<file path="src/rpb_pkg.sv">
`timescale 1ns / 1ps

package rpb_pkg;

    // Patrol sequence lengths, in ticks.
    localparam int unsigned FORWARD_TICKS   = 60;
    localparam int unsigned PIVOT_END_TICKS = 75;

    localparam int unsigned US_PER_S = 1000000;

    // Width of the idle limit in microseconds: (255 + 1) * 10^6 stays below 2^28.
    localparam int unsigned IDLE_LIMIT_W = 28;

    // Fixed speeds, percent.
    localparam logic [6:0] SPEED_MAX   = 7'd100;
    localparam logic [6:0] SPEED_FIRE  = 7'd40;
    localparam logic [6:0] SPEED_AVOID = 7'd30;
    localparam logic [6:0] SPEED_SLOW  = 7'd20;
    localparam logic [6:0] SPEED_PIVOT = 7'd35;

    // Configuration register indexes.
    localparam logic [7:0] CFG_GAS_THRESHOLD    = 8'd0;
    localparam logic [7:0] CFG_BATTERY_LOW_MV   = 8'd1;
    localparam logic [7:0] CFG_BATTERY_FLOOR_MV = 8'd2;
    localparam logic [7:0] CFG_OBSTACLE_NEAR_MM = 8'd3;
    localparam logic [7:0] CFG_OBSTACLE_SLOW_MM = 8'd4;
    localparam logic [7:0] CFG_PATROL_SPEED     = 8'd5;
    localparam logic [7:0] CFG_IDLE_TIMEOUT_S   = 8'd6;

    // Behaviour codes as they appear on the result word.
    localparam logic [2:0] BEH_IDLE   = 3'd0;
    localparam logic [2:0] BEH_PATROL = 3'd1;
    localparam logic [2:0] BEH_AVOID  = 3'd2;
    localparam logic [2:0] BEH_FIRE   = 3'd3;
    localparam logic [2:0] BEH_GAS    = 3'd4;
    localparam logic [2:0] BEH_LOWBAT = 3'd5;
    localparam logic [2:0] BEH_MANUAL = 3'd6;

    typedef enum logic [6:0] {
        ST_IDLE   = 7'b0000001,
        ST_PATROL = 7'b0000010,
        ST_AVOID  = 7'b0000100,
        ST_FIRE   = 7'b0001000,
        ST_GAS    = 7'b0010000,
        ST_LOWBAT = 7'b0100000,
        ST_MANUAL = 7'b1000000
    } behav_state_t;

    typedef enum logic [2:0] {
        MOT_STOP        = 3'd0,
        MOT_FORWARD     = 3'd1,
        MOT_BACKWARD    = 3'd2,
        MOT_PIVOT_LEFT  = 3'd3,
        MOT_PIVOT_RIGHT = 3'd4
    } motion_t;

    typedef struct packed {
        logic [47:0] now_us;
        logic [11:0] front_mm;
        logic [11:0] rear_mm;
        logic [11:0] left_mm;
        logic [9:0]  gas_frac;
        logic [14:0] battery_mv;
        logic        flame;
        logic        smoke;
        logic        remote_ctrl;
    } in_item_t;

    typedef struct packed {
        logic [2:0]  behavior_state;
        motion_t     drive_cmd;
        logic        motion_valid;
        logic [6:0]  speed;
        logic        pump_on;
        logic        buzzer_on;
        logic        alert;
        logic        state_changed;
        logic [31:0] change_count;
    } out_item_t;

    // Live configuration. The patrol speed is held already clamped to 100 and
    // the idle timeout as the elapsed microseconds at which patrol starts.
    typedef struct packed {
        logic [9:0]              gas_threshold;
        logic [14:0]             battery_low_mv;
        logic [14:0]             battery_floor_mv;
        logic [11:0]             obstacle_near_mm;
        logic [11:0]             obstacle_slow_mm;
        logic [6:0]              patrol_pct;
        logic [IDLE_LIMIT_W-1:0] idle_limit_us;
    } cfg_t;

    typedef struct packed {
        behav_state_t behavior;
        logic [47:0]  entered_at_us;
        logic [6:0]   patrol_count;
        logic         patrol_parity;
        logic [31:0]  changes_total;
    } st_t;

    function automatic logic [2:0] behav_code(input behav_state_t s);
        logic [2:0] code;
        case (s)
            ST_IDLE:   code = BEH_IDLE;
            ST_PATROL: code = BEH_PATROL;
            ST_AVOID:  code = BEH_AVOID;
            ST_FIRE:   code = BEH_FIRE;
            ST_GAS:    code = BEH_GAS;
            ST_LOWBAT: code = BEH_LOWBAT;
            ST_MANUAL: code = BEH_MANUAL;
            default:   code = BEH_IDLE;
        endcase
        return code;
    endfunction

endpackage

</file>
<file path="src/rpb_cfg.sv">
`timescale 1ns / 1ps

module rpb_cfg (
    input  logic          aclk,
    input  logic          aresetn,
    input  logic          cfg_valid,
    output logic          cfg_ready,
    input  logic [7:0]    cfg_index,
    input  logic [15:0]   cfg_data,
    output rpb_pkg::cfg_t cfg
);
    import rpb_pkg::*;

    cfg_t                    cfg_reg;
    logic [6:0]              pct_next;
    logic [IDLE_LIMIT_W-1:0] limit_next;

    assign cfg_ready = 1'b1;
    assign cfg       = cfg_reg;

    // Clamp once on write so the decision path sees a ready speed.
    assign pct_next = (cfg_data[6:0] > SPEED_MAX) ? SPEED_MAX : cfg_data[6:0];

    // More than T whole seconds elapsed is the same as at least (T + 1) * 10^6 us.
    assign limit_next = (IDLE_LIMIT_W'(cfg_data[7:0]) + IDLE_LIMIT_W'(1))
                        * IDLE_LIMIT_W'(US_PER_S);

    always_ff @(posedge aclk) begin
        if (!aresetn) begin
            cfg_reg.gas_threshold    <= 10'd717;
            cfg_reg.battery_low_mv   <= 15'd6500;
            cfg_reg.battery_floor_mv <= 15'd1000;
            cfg_reg.obstacle_near_mm <= 12'd200;
            cfg_reg.obstacle_slow_mm <= 12'd400;
            cfg_reg.patrol_pct       <= 7'd50;
            cfg_reg.idle_limit_us    <= IDLE_LIMIT_W'(6 * US_PER_S);
        end else if (cfg_valid && cfg_ready) begin
            case (cfg_index)
                CFG_GAS_THRESHOLD:    cfg_reg.gas_threshold    <= cfg_data[9:0];
                CFG_BATTERY_LOW_MV:   cfg_reg.battery_low_mv   <= cfg_data[14:0];
                CFG_BATTERY_FLOOR_MV: cfg_reg.battery_floor_mv <= cfg_data[14:0];
                CFG_OBSTACLE_NEAR_MM: cfg_reg.obstacle_near_mm <= cfg_data[11:0];
                CFG_OBSTACLE_SLOW_MM: cfg_reg.obstacle_slow_mm <= cfg_data[11:0];
                CFG_PATROL_SPEED:     cfg_reg.patrol_pct       <= pct_next;
                CFG_IDLE_TIMEOUT_S:   cfg_reg.idle_limit_us    <= limit_next;
                default: begin
                end
            endcase
        end
    end

endmodule

</file>
<file path="src/rpb_rules.sv">
`timescale 1ns / 1ps

module rpb_rules (
    input  rpb_pkg::in_item_t  item,
    input  rpb_pkg::cfg_t      cfg,
    input  rpb_pkg::st_t       st,
    output rpb_pkg::st_t       st_next,
    output rpb_pkg::out_item_t result
);
    import rpb_pkg::*;

    logic [47:0]  elapsed_us;
    logic         idle_due;
    logic         has_front;
    logic [6:0]   count_inc;
    behav_state_t beh;
    motion_t      cmd;
    logic [6:0]   spd;
    logic         pump;
    logic         buzz;
    logic         alrt;
    logic         changed;

    assign elapsed_us = item.now_us - st.entered_at_us;
    assign idle_due   = elapsed_us >= 48'(cfg.idle_limit_us);
    assign has_front  = item.front_mm != 12'd0;
    assign count_inc  = st.patrol_count + 7'd1;

    always_comb begin
        st_next = st;
        beh     = ST_IDLE;
        cmd     = MOT_STOP;
        spd     = 7'd0;
        pump    = 1'b0;
        buzz    = 1'b0;
        alrt    = 1'b0;

        if (item.remote_ctrl) begin
            beh = ST_MANUAL;
        end else if (item.gas_frac > cfg.gas_threshold) begin
            beh  = ST_GAS;
            pump = 1'b1;
            buzz = 1'b1;
            alrt = 1'b1;
        end else if (item.flame || item.smoke) begin
            beh  = ST_FIRE;
            cmd  = MOT_BACKWARD;
            spd  = SPEED_FIRE;
            pump = 1'b1;
            buzz = 1'b1;
            alrt = 1'b1;
        end else if (item.battery_mv < cfg.battery_low_mv
                     && item.battery_mv > cfg.battery_floor_mv) begin
            beh  = ST_LOWBAT;
            alrt = 1'b1;
        end else if (has_front && item.front_mm < cfg.obstacle_near_mm) begin
            beh = ST_AVOID;
            cmd = (item.left_mm > item.rear_mm) ? MOT_PIVOT_LEFT : MOT_PIVOT_RIGHT;
            spd = SPEED_AVOID;
        end else if (has_front && item.front_mm < cfg.obstacle_slow_mm) begin
            beh = ST_PATROL;
            cmd = MOT_FORWARD;
            spd = SPEED_SLOW;
        end else if (st.behavior == ST_IDLE && idle_due) begin
            beh = ST_PATROL;
            cmd = MOT_FORWARD;
            spd = cfg.patrol_pct;
        end else if (st.behavior == ST_PATROL) begin
            st_next.patrol_count = count_inc;
            if (count_inc < 7'(FORWARD_TICKS)) begin
                beh = ST_PATROL;
                cmd = MOT_FORWARD;
                spd = cfg.patrol_pct;
            end else if (count_inc < 7'(PIVOT_END_TICKS)) begin
                beh = ST_PATROL;
                cmd = st.patrol_parity ? MOT_PIVOT_RIGHT : MOT_PIVOT_LEFT;
                spd = SPEED_PIVOT;
            end else begin
                // End of one lap: rest in idle, and pivot the other way next time.
                st_next.patrol_count  = 7'd0;
                st_next.patrol_parity = ~st.patrol_parity;
            end
        end

        changed = beh != st.behavior;
        if (changed) begin
            st_next.behavior      = beh;
            st_next.entered_at_us = item.now_us;
            st_next.changes_total = st.changes_total + 32'd1;
        end

        result.behavior_state = behav_code(beh);
        result.drive_cmd      = cmd;
        result.motion_valid   = ~item.remote_ctrl;
        result.speed          = spd;
        result.pump_on        = pump;
        result.buzzer_on      = buzz;
        result.alert          = alrt;
        result.state_changed  = changed;
        result.change_count   = st_next.changes_total;
    end

endmodule

</file>
<file path="src/robot_priority_behavior_fsm.sv">
`timescale 1ns / 1ps

// Priority behaviour controller for a patrol robot. Each input word is one
// decision tick (a microsecond timestamp and a sensor snapshot) and yields
// exactly one result word: behaviour state, motion command and speed, pump,
// buzzer and alert drives, a state-changed flag and a running count of state
// changes. Rules are tried in the order manual override, gas, fire, low
// battery, near obstacle, moderate obstacle, idle timeout and patrol sequence.
// The block takes one word per clock while the result register drains: the
// whole rule set is evaluated in a single pass between the input register and
// the result register, and m_valid rises when the word moves from the input
// register into the result register. A stalled m_ready holds the result
// register, and once the input register is also full s_ready drops. The pass
// also updates the behaviour state, so the next word sees it with no bubble;
// the longest path in that pass is the 48-bit elapsed-time subtract and
// compare against the idle limit. The result register and the input register
// together let a new word in while a finished result still waits for m_ready.
// Configuration writes on the cfg_ port are always accepted and must only be
// made while no word is in flight; after reset the registers hold gas
// threshold 717, battery low 6500 mV, battery floor 1000 mV, near 200 mm,
// slow 400 mm, patrol speed 50 % and idle timeout 5 s.

module robot_priority_behavior_fsm (
    input  logic               aclk,
    input  logic               aresetn,

    input  logic               s_valid,
    output logic               s_ready,
    input  rpb_pkg::in_item_t  s_data,

    output logic               m_valid,
    input  logic               m_ready,
    output rpb_pkg::out_item_t m_data,

    input  logic               cfg_valid,
    output logic               cfg_ready,
    input  logic [7:0]         cfg_index,
    input  logic [15:0]        cfg_data
);
    import rpb_pkg::*;

    cfg_t         cfg;

    // Input register and result register, each with its own valid flag.
    logic         in_valid_reg;
    in_item_t     in_item_reg;
    logic         out_valid_reg;
    out_item_t    out_item_reg;

    // Behaviour state carried from tick to tick.
    st_t          st_reg;
    st_t          st_next;
    behav_state_t prior_reg;

    out_item_t    result;
    logic         advance;

    // A word moves from the input register to the result register whenever
    // the result register is empty or is being emptied in the same cycle.
    assign advance = in_valid_reg && (!out_valid_reg || m_ready);
    assign s_ready = !in_valid_reg || advance;
    assign m_valid = out_valid_reg;
    assign m_data  = out_item_reg;

    rpb_cfg u_cfg (
        .aclk      (aclk),
        .aresetn   (aresetn),
        .cfg_valid (cfg_valid),
        .cfg_ready (cfg_ready),
        .cfg_index (cfg_index),
        .cfg_data  (cfg_data),
        .cfg       (cfg)
    );

    rpb_rules u_rules (
        .item    (in_item_reg),
        .cfg     (cfg),
        .st      (st_reg),
        .st_next (st_next),
        .result  (result)
    );

    always_ff @(posedge aclk) begin
        if (!aresetn) begin
            in_valid_reg  <= 1'b0;
            out_valid_reg <= 1'b0;
            st_reg        <= '{behavior: ST_IDLE, entered_at_us: '0, patrol_count: '0,
                               patrol_parity: 1'b0, changes_total: '0};
            prior_reg     <= ST_IDLE;
        end else begin
            if (s_valid && s_ready) begin
                in_valid_reg <= 1'b1;
            end else if (advance) begin
                in_valid_reg <= 1'b0;
            end

            if (advance) begin
                out_valid_reg <= 1'b1;
            end else if (m_ready) begin
                out_valid_reg <= 1'b0;
            end

            // State moves only with the word whose rules produced it.
            if (advance) begin
                st_reg <= st_next;
                if (result.state_changed) begin
                    prior_reg <= st_reg.behavior;
                end
            end
        end
    end

    // Payload registers need no reset.
    always_ff @(posedge aclk) begin
        if (s_valid && s_ready) begin
            in_item_reg <= s_data;
        end
        if (advance) begin
            out_item_reg <= result;
        end
    end

    // The change count grows by one exactly for each word that changes state.
    a_count_tracks_changes: assert property (@(posedge aclk) disable iff (!aresetn)
        advance |=> st_reg.changes_total
                    == $past(st_reg.changes_total) + 32'($past(result.state_changed)))
        else $error("change count out of step with state changes");

    // Without a word passing through, the behaviour state does not move.
    a_state_holds_when_idle: assert property (@(posedge aclk) disable iff (!aresetn)
        !advance |=> $stable(st_reg))
        else $error("behaviour state moved with no word");

    // On a change the previous behaviour is kept as the prior one.
    a_prior_follows: assert property (@(posedge aclk) disable iff (!aresetn)
        advance && result.state_changed |=> prior_reg == $past(st_reg.behavior))
        else $error("prior behaviour not recorded on change");

    // The patrol lap counter wraps before reaching the end of the pivot phase.
    a_patrol_count_range: assert property (@(posedge aclk) disable iff (!aresetn)
        st_reg.patrol_count < 7'(PIVOT_END_TICKS))
        else $error("patrol count beyond end of lap");

    // Under manual override no motion command is issued.
    a_manual_no_motion: assert property (@(posedge aclk) disable iff (!aresetn)
        m_valid && m_data.behavior_state == BEH_MANUAL |-> !m_data.motion_valid)
        else $error("motion issued under manual override");

endmodule
</file>
<file path="config.mk">
export PLATFORM = sky130hd
export DESIGN_NAME = robot_priority_behavior_fsm
export DESIGN_NICKNAME = d
export VERILOG_FILES = /design/src/rpb_pkg.sv /design/src/rpb_cfg.sv /design/src/rpb_rules.sv /design/src/robot_priority_behavior_fsm.sv
export SDC_FILE = /design/constraint.sdc
export NUM_CORES = 1
export LEC_CHECK = 0
export BUFFER_PORTS_ARGS = -buffer_cell sky130_fd_sc_hd__buf_4
export CAP_MARGIN = 20
export CORE_ASPECT_RATIO = 0.7
export CORE_MARGIN = 2
export CORE_UTILIZATION = 50
export DETAILED_ROUTE_END_ITERATION = 8
export HOLD_SLACK_MARGIN = 0.1
export PLACE_DENSITY = 0.69
export REMOVE_ABC_BUFFERS = 1
export SYNTH_ARGS = -nofsm -noshare
export SYNTH_HDL_FRONTEND = slang
export SYNTH_SLANG_ARGS = --single-unit
</file>
<file path="constraint.sdc">
create_clock -name aclk -period 16.2 [get_ports aclk]
set_input_delay 3.24 -clock aclk [delete_from_list [all_inputs] [get_ports aclk]]
set_output_delay 3.24 -clock aclk [all_outputs]
set_load 0.02 [all_outputs]
</file>
Yosys cells after proc, flatten, opt, wreduce, memory -nomap -nowiden --
Cells that the tools add are included.
Word-level totals: logic and storage cells 144, input port bits 141, output and inout port bits 53, register bits 351
Operators by class: $mul 1, eq/ne operators 15, add/sub/neg operators 4, order comparisons 10, multiplexer cells 42, reductions and logical operators 28, bitwise operators 10
Operators by type and width (count):
- $mux W7 | 13
- $ge A48 B28 Y1 | 1
- $sub A48 B48 Y48 | 1
- $add A32 B1 Y32 const B | 1
- $mux W32 | 1
- $mux W6 | 5
- $mul A28 B14 Y22 const B | 1
- $eq A8 B3 Y1 const B | 3
- $lt A12 B12 Y1 | 2
- $mux W3 | 8
- $pmux W3 S6 | 1
- $eq A8 B2 Y1 const B | 2
- $mux W8 | 2
- $reduce_and A2 Y1 | 8
- $gt A15 B15 Y1 | 1
- $lt A15 B15 Y1 | 1
- $eq A7 B2 Y1 const B | 2
- $gt A12 B12 Y1 | 1
- $reduce_bool A12 Y1 | 1
- $reduce_and A11 Y1 | 1
- $gt A10 B10 Y1 | 1
- $not A1 Y1 | 10
- $add A8 B1 Y9 const B | 1
- $mux W1 | 9
- 22 further kinds | 33

Logic depth before layout (Yosys ltp) --
word-level depth 14, depth in mapped cells 28, mapped depth without buffers 25

By module --
A second synthesis with hierarchy kept.
Second synthesis, totals: cell total of the unflattened synthesis 2540, area, all modules 22744.3 um^2
Modules (own cells, without submodules):
- robot_priority_behavior_fsm | sequential area each 6806.5 um^2, cells each 583, area an instance 8725.9 um^2, times used 1
- rpb_rules | sequential area each 0.0 um^2, cells each 1298, area an instance 8540.7 um^2, times used 1
- rpb_cfg | sequential area each 1861.8 um^2, cells each 659, area an instance 5477.8 um^2, times used 1

Least setup slack after synthesis --
Ideal clock, no wire load.
path type input -> register, start in cfg_data[2], end reg u_cfg.cfg_reg (netlist bit u_cfg.cfg[25]), setup time 0.070 ns, stages on the path 18, data required time 16.130 ns, arrival 7.414 ns, buffers on the path 1, path slack 8.716 ns, path through clkbuf_1 -> nand3_1 -> nor3_1 -> xor2_1 -> inv_1 -> fa_1 -> fa_1 -> inv_1 -> fa_1 -> ha_1 -> ha_1 -> nand3_1 -> nand2_1 -> a41oi_1 -> nor2b_1 -> xnor2_1 -> nand2_1 -> a21oi_1
On the way: word-level cells in the longest chain between the ends 2
RTL lines:
- start: declaration | line robot_priority_behavior_fsm.sv:38 | input logic [15:0] cfg_data
- $add A8 B1 Y9 | line rpb_cfg.sv:25 | assign limit_next = (IDLE_LIMIT_W'(cfg_data[7:0]) + IDLE_LIMIT_W'(1))
- $mul A28 B14 Y22 | line rpb_cfg.sv:26 | * IDLE_LIMIT_W'(US_PER_S);
- end: declaration | line rpb_cfg.sv:14 | cfg_t cfg_reg;
No other way between the ends. A chain may end at the register's enable or synchronous reset.

==> flow_metrics.tcl <==
set metrics [dict create \
    grt_max_degree 95 \
    slew_headroom_pct 24.4 \
    synthFlopType "dfxtp_1" \
    finalHoldViolations 0 \
    cp_top_family "simple AND/OR/NAND/NOR gates" \
    skew_ns 0.0265 \
    fin_nets 2792 \
    wl_per_cell_microns 18.2 \
    cts_buffers 37 \
    cts_root_buffer "clkbuf_16" \
    first_iter_violations 1429 \
    synth_area_sq_mm 0.0208 \
    crit_slowest_cell "buf_4" \
    maxClockFrequency_mhz 126 \
    clkPwrFrac_pct 35.7 \
    worst-path-max-fanout 94 \
    antenna_left 0 \
    irDropWorstVdd_uv 94.5 \
    start_kind "flip-flop" \
    synth-edff-count 161 \
    ys_warn_count 0 \
    setup-violations-final 0 \
    grt_pass1_vias 16300 \
    crit_chain "ha_1 > a21oi_1 > o211ai_1 > a21boi_0 > and2_1 > o21ai_0 > a22o_1 > xor2_1 > ha_1 > a21oi_1 > nor2b_1 > o21ai_0 > nand3_1 > nor4_1 > nand4_1 > or4_1 > or4_1 > nor4_1 > o31a_4 > buf_4 > nor2_1 > xor2_1" \
    syn_inst 2299 \
    post_cts_buffers 0 \
    grt_pass1_wl_microns 86900 \
    ctsResizeCount 0 \
    swShare_pct 29.9 \
    cts_num_sinks 351 \
    synth_compound_area_share_pct 17.7 \
    drtPass1Iterations 5 \
    worstPathRequired_ns 16.49 \
    grt_setup_unrepaired "false" \
    clock_latency_ns 0.57 \
    crit_type "flip-flop to flip-flop" \
    die_area_sq_mm 0.0433 \
    synth-seq-cells 351 \
    area_growth_pct 13.9 \
    avgViaCountPerCell 5.71 \
    routed_wl_microns 54700 \
    final.period_utilization_pct 49.0 \
    drive_above_1_share_pct 11.6 \
    p_leak_uw 0.00977 \
    path_clk_slew_ns 0.07 \
    maxSlewViolCount 0 \
    synth_mux_area_share_pct 0.348 \
    fin_setup_tns_ns 0 \
    p_sw_uw 699 \
    p_comb_share_pct 22.5 \
    synth-xor-area-share_pct 3.83 \
    io_buffers 191 \
    power_uw 2340 \
    core_sq_mm 0.0410 \
    power_density_mw_per_mm2 98.4 \
    synth_cell_type_count 83 \
    die_x_microns 248 \
    worstMarginPinSlew_ns 1.12 \
    min_period_ns 7.95 \
    synth_area_per_cell_sq_um 9.06 \
    antenna_found_initial 6 \
    synthAdderAreaFrac_pct 14.1 \
    place_congestion 0.915 \
    cp.arrival_ns 8.24 \
    drv_cap 0 \
    synth_top_family_by_area "compound AO/OA/AOI/OAI gates" \
    die_height_microns 175 \
    ctsHoldBuffers 0 \
    cts.path.max_buffers 3 \
    largest_register_ffs 112 \
    outcome "completed" \
    grt.overflow.total 0 \
    p_seq_share_pct 41.8 \
    vias 17200 \
    internal-power_uw 1640 \
    crit_path_max_incr_delay_ns 0.73 \
    track_usage_pct 25.1 \
    cp-end-kind "flip-flop" \
    dpl.hpwl_microns 40400 \
    cts_max_level 2 \
    ys_async_sr_fraction_pct 0 \
    seq_area_frac_synth_pct 41.5 \
    cp.buffers_inverters 1 \
    start_util_pct 50.8 \
    hold_class "flip-flop to flip-flop" \
    cts_tree "yes" \
    synth-simple-area-share_pct 15.9 \
    io_pins 194 \
    drc_errors 0 \
    num_rows 62 \
]
==> area by class of cell <==
cell class / count / area [sq um]
fill: 3535 / 17300
multi-input combinational: 1608 / 10800
sequential: 351 / 8640
timing repair buffer: 203 / 1520
clock buffer: 52 / 1010
inverter: 228 / 861
tap: 544 / 681
clock inverter: 16 / 156
antenna: 6 / 15.0
==> synth_stat cells, types with 9 or more instances <==
library cell  instances  area [sq um]
a31oi_1              12          75.1
o21ai_1              20           100
edfxtp_1            161          4830
nand2b_1             15          93.8
nand3_1             103           515
buf_2                15          75.1
inv_1               226           848
a21oi_1             241          1210
xor2_1               48           420
o21ai_0              96           480
o21a_1               18           135
clkbuf_1             79           297
and2_1               11          68.8
o31ai_1              32           240
or4_1                33           248
xnor2_1              43           377
nand2_1             250           938
nor4_1               17           106
nor2b_1              13          81.3
nor2_1              120           450
ha_1                201          2510
dfxtp_1             190          3800
o211ai_1             43           323
fa_1                 21           420
and3_1               21           131
o21bai_1              9          67.6
nor3_1               24           120
or3_1                15          93.8
a21o_1               48           360
nand4_1              37           231
==> layout by cell type, fill, tap and decap left out, types with 16 or more instances in the layout <==
| master | netlist | routed |
|---|---|---|
| a21o_1 | 48 | 48 |
| a21oi_1 | 241 | 241 |
| and3_1 | 21 | 21 |
| buf_4 | 5 | 202 |
| clkbuf_16 | 0 | 37 |
| dfxtp_1 | 190 | 190 |
| edfxtp_1 | 161 | 161 |
| fa_1 | 21 | 21 |
| ha_1 | 201 | 201 |
| inv_1 | 226 | 225 |
| nand2_1 | 250 | 250 |
| nand3_1 | 103 | 103 |
| nand4_1 | 37 | 37 |
| nor2_1 | 120 | 120 |
| nor3_1 | 24 | 22 |
| nor4_1 | 17 | 16 |
| o211ai_1 | 43 | 43 |
| o21a_1 | 18 | 18 |
| o21ai_0 | 96 | 96 |
| o21ai_1 | 20 | 20 |
| o31ai_1 | 32 | 32 |
| or4_1 | 33 | 33 |
| xnor2_1 | 43 | 43 |
| xor2_1 | 48 | 48 |
==> power by group through the flow <==
stage | combinational, uW | sequential, uW | clock, uW
3_3_place_gp | 506 | 995 | 0
2_1_floorplan | 362 | 999 | 0
6_report | 526 | 977 | 833
4_1_cts | 524 | 977 | 848
5_1_grt | 594 | 980 | 885
3_5_place_dp | 520 | 996 | 0
==> kinds of logic after synthesis <==
family                     after synthesis
DFF                                    351
adders and majority gates              222
buffers and inverters                  340
and+or+nand+nor                        688
muxes                                    7
xor gates and xnor gates                91
AOI/OAI and AO/OA                      599
other                                    1
==> metal layers <==
layer	GRT usage (%)	part of all wire [%]	vias up
met3	6.30	8.0	56
met5	0	0	-
li1	-	-	8461
met1	37.9	49	8139
met4	5.91	1.6	0
met2	35.7	41	525
==> through the flow <==
step	setup WS (ns)	hold slack [ns]	instance area [sq um]	utilization, %	std cells
final	8.25	0.454	23700	57.8	3008
after detailed placement	7.98	0.445	22500	54.9	2933
after global placement	8.07	0.441	22500	54.9	2933
after CTS	8.47	0.453	23700	57.8	3001
after global routing	7.71	0.468	23700	57.8	3008
after floorplan	7.56	0.432	20300	-	2187
==> final timing paths <==
kind	from	end	slack (ns)	depth (start not counted)
setup / recovery	in_item_reg[72]	m_data[10]	8.25	22
hold reg to reg	u_cfg.cfg[25]	u_cfg.cfg[25]	0.45	2
hold / removal	u_cfg.cfg[25]	u_cfg.cfg[25]	0.45	2
setup reg to reg	in_item_reg[72]	m_data[10]	8.25	22
==> tightest hold or removal path, cell delays in order, from the launching register on <==
cell     delay, ns
dfxtp_1       0.31
nand2_1       0.05
a21oi_1       0.05
Note: power is estimated with default switching activity, not from simulation.
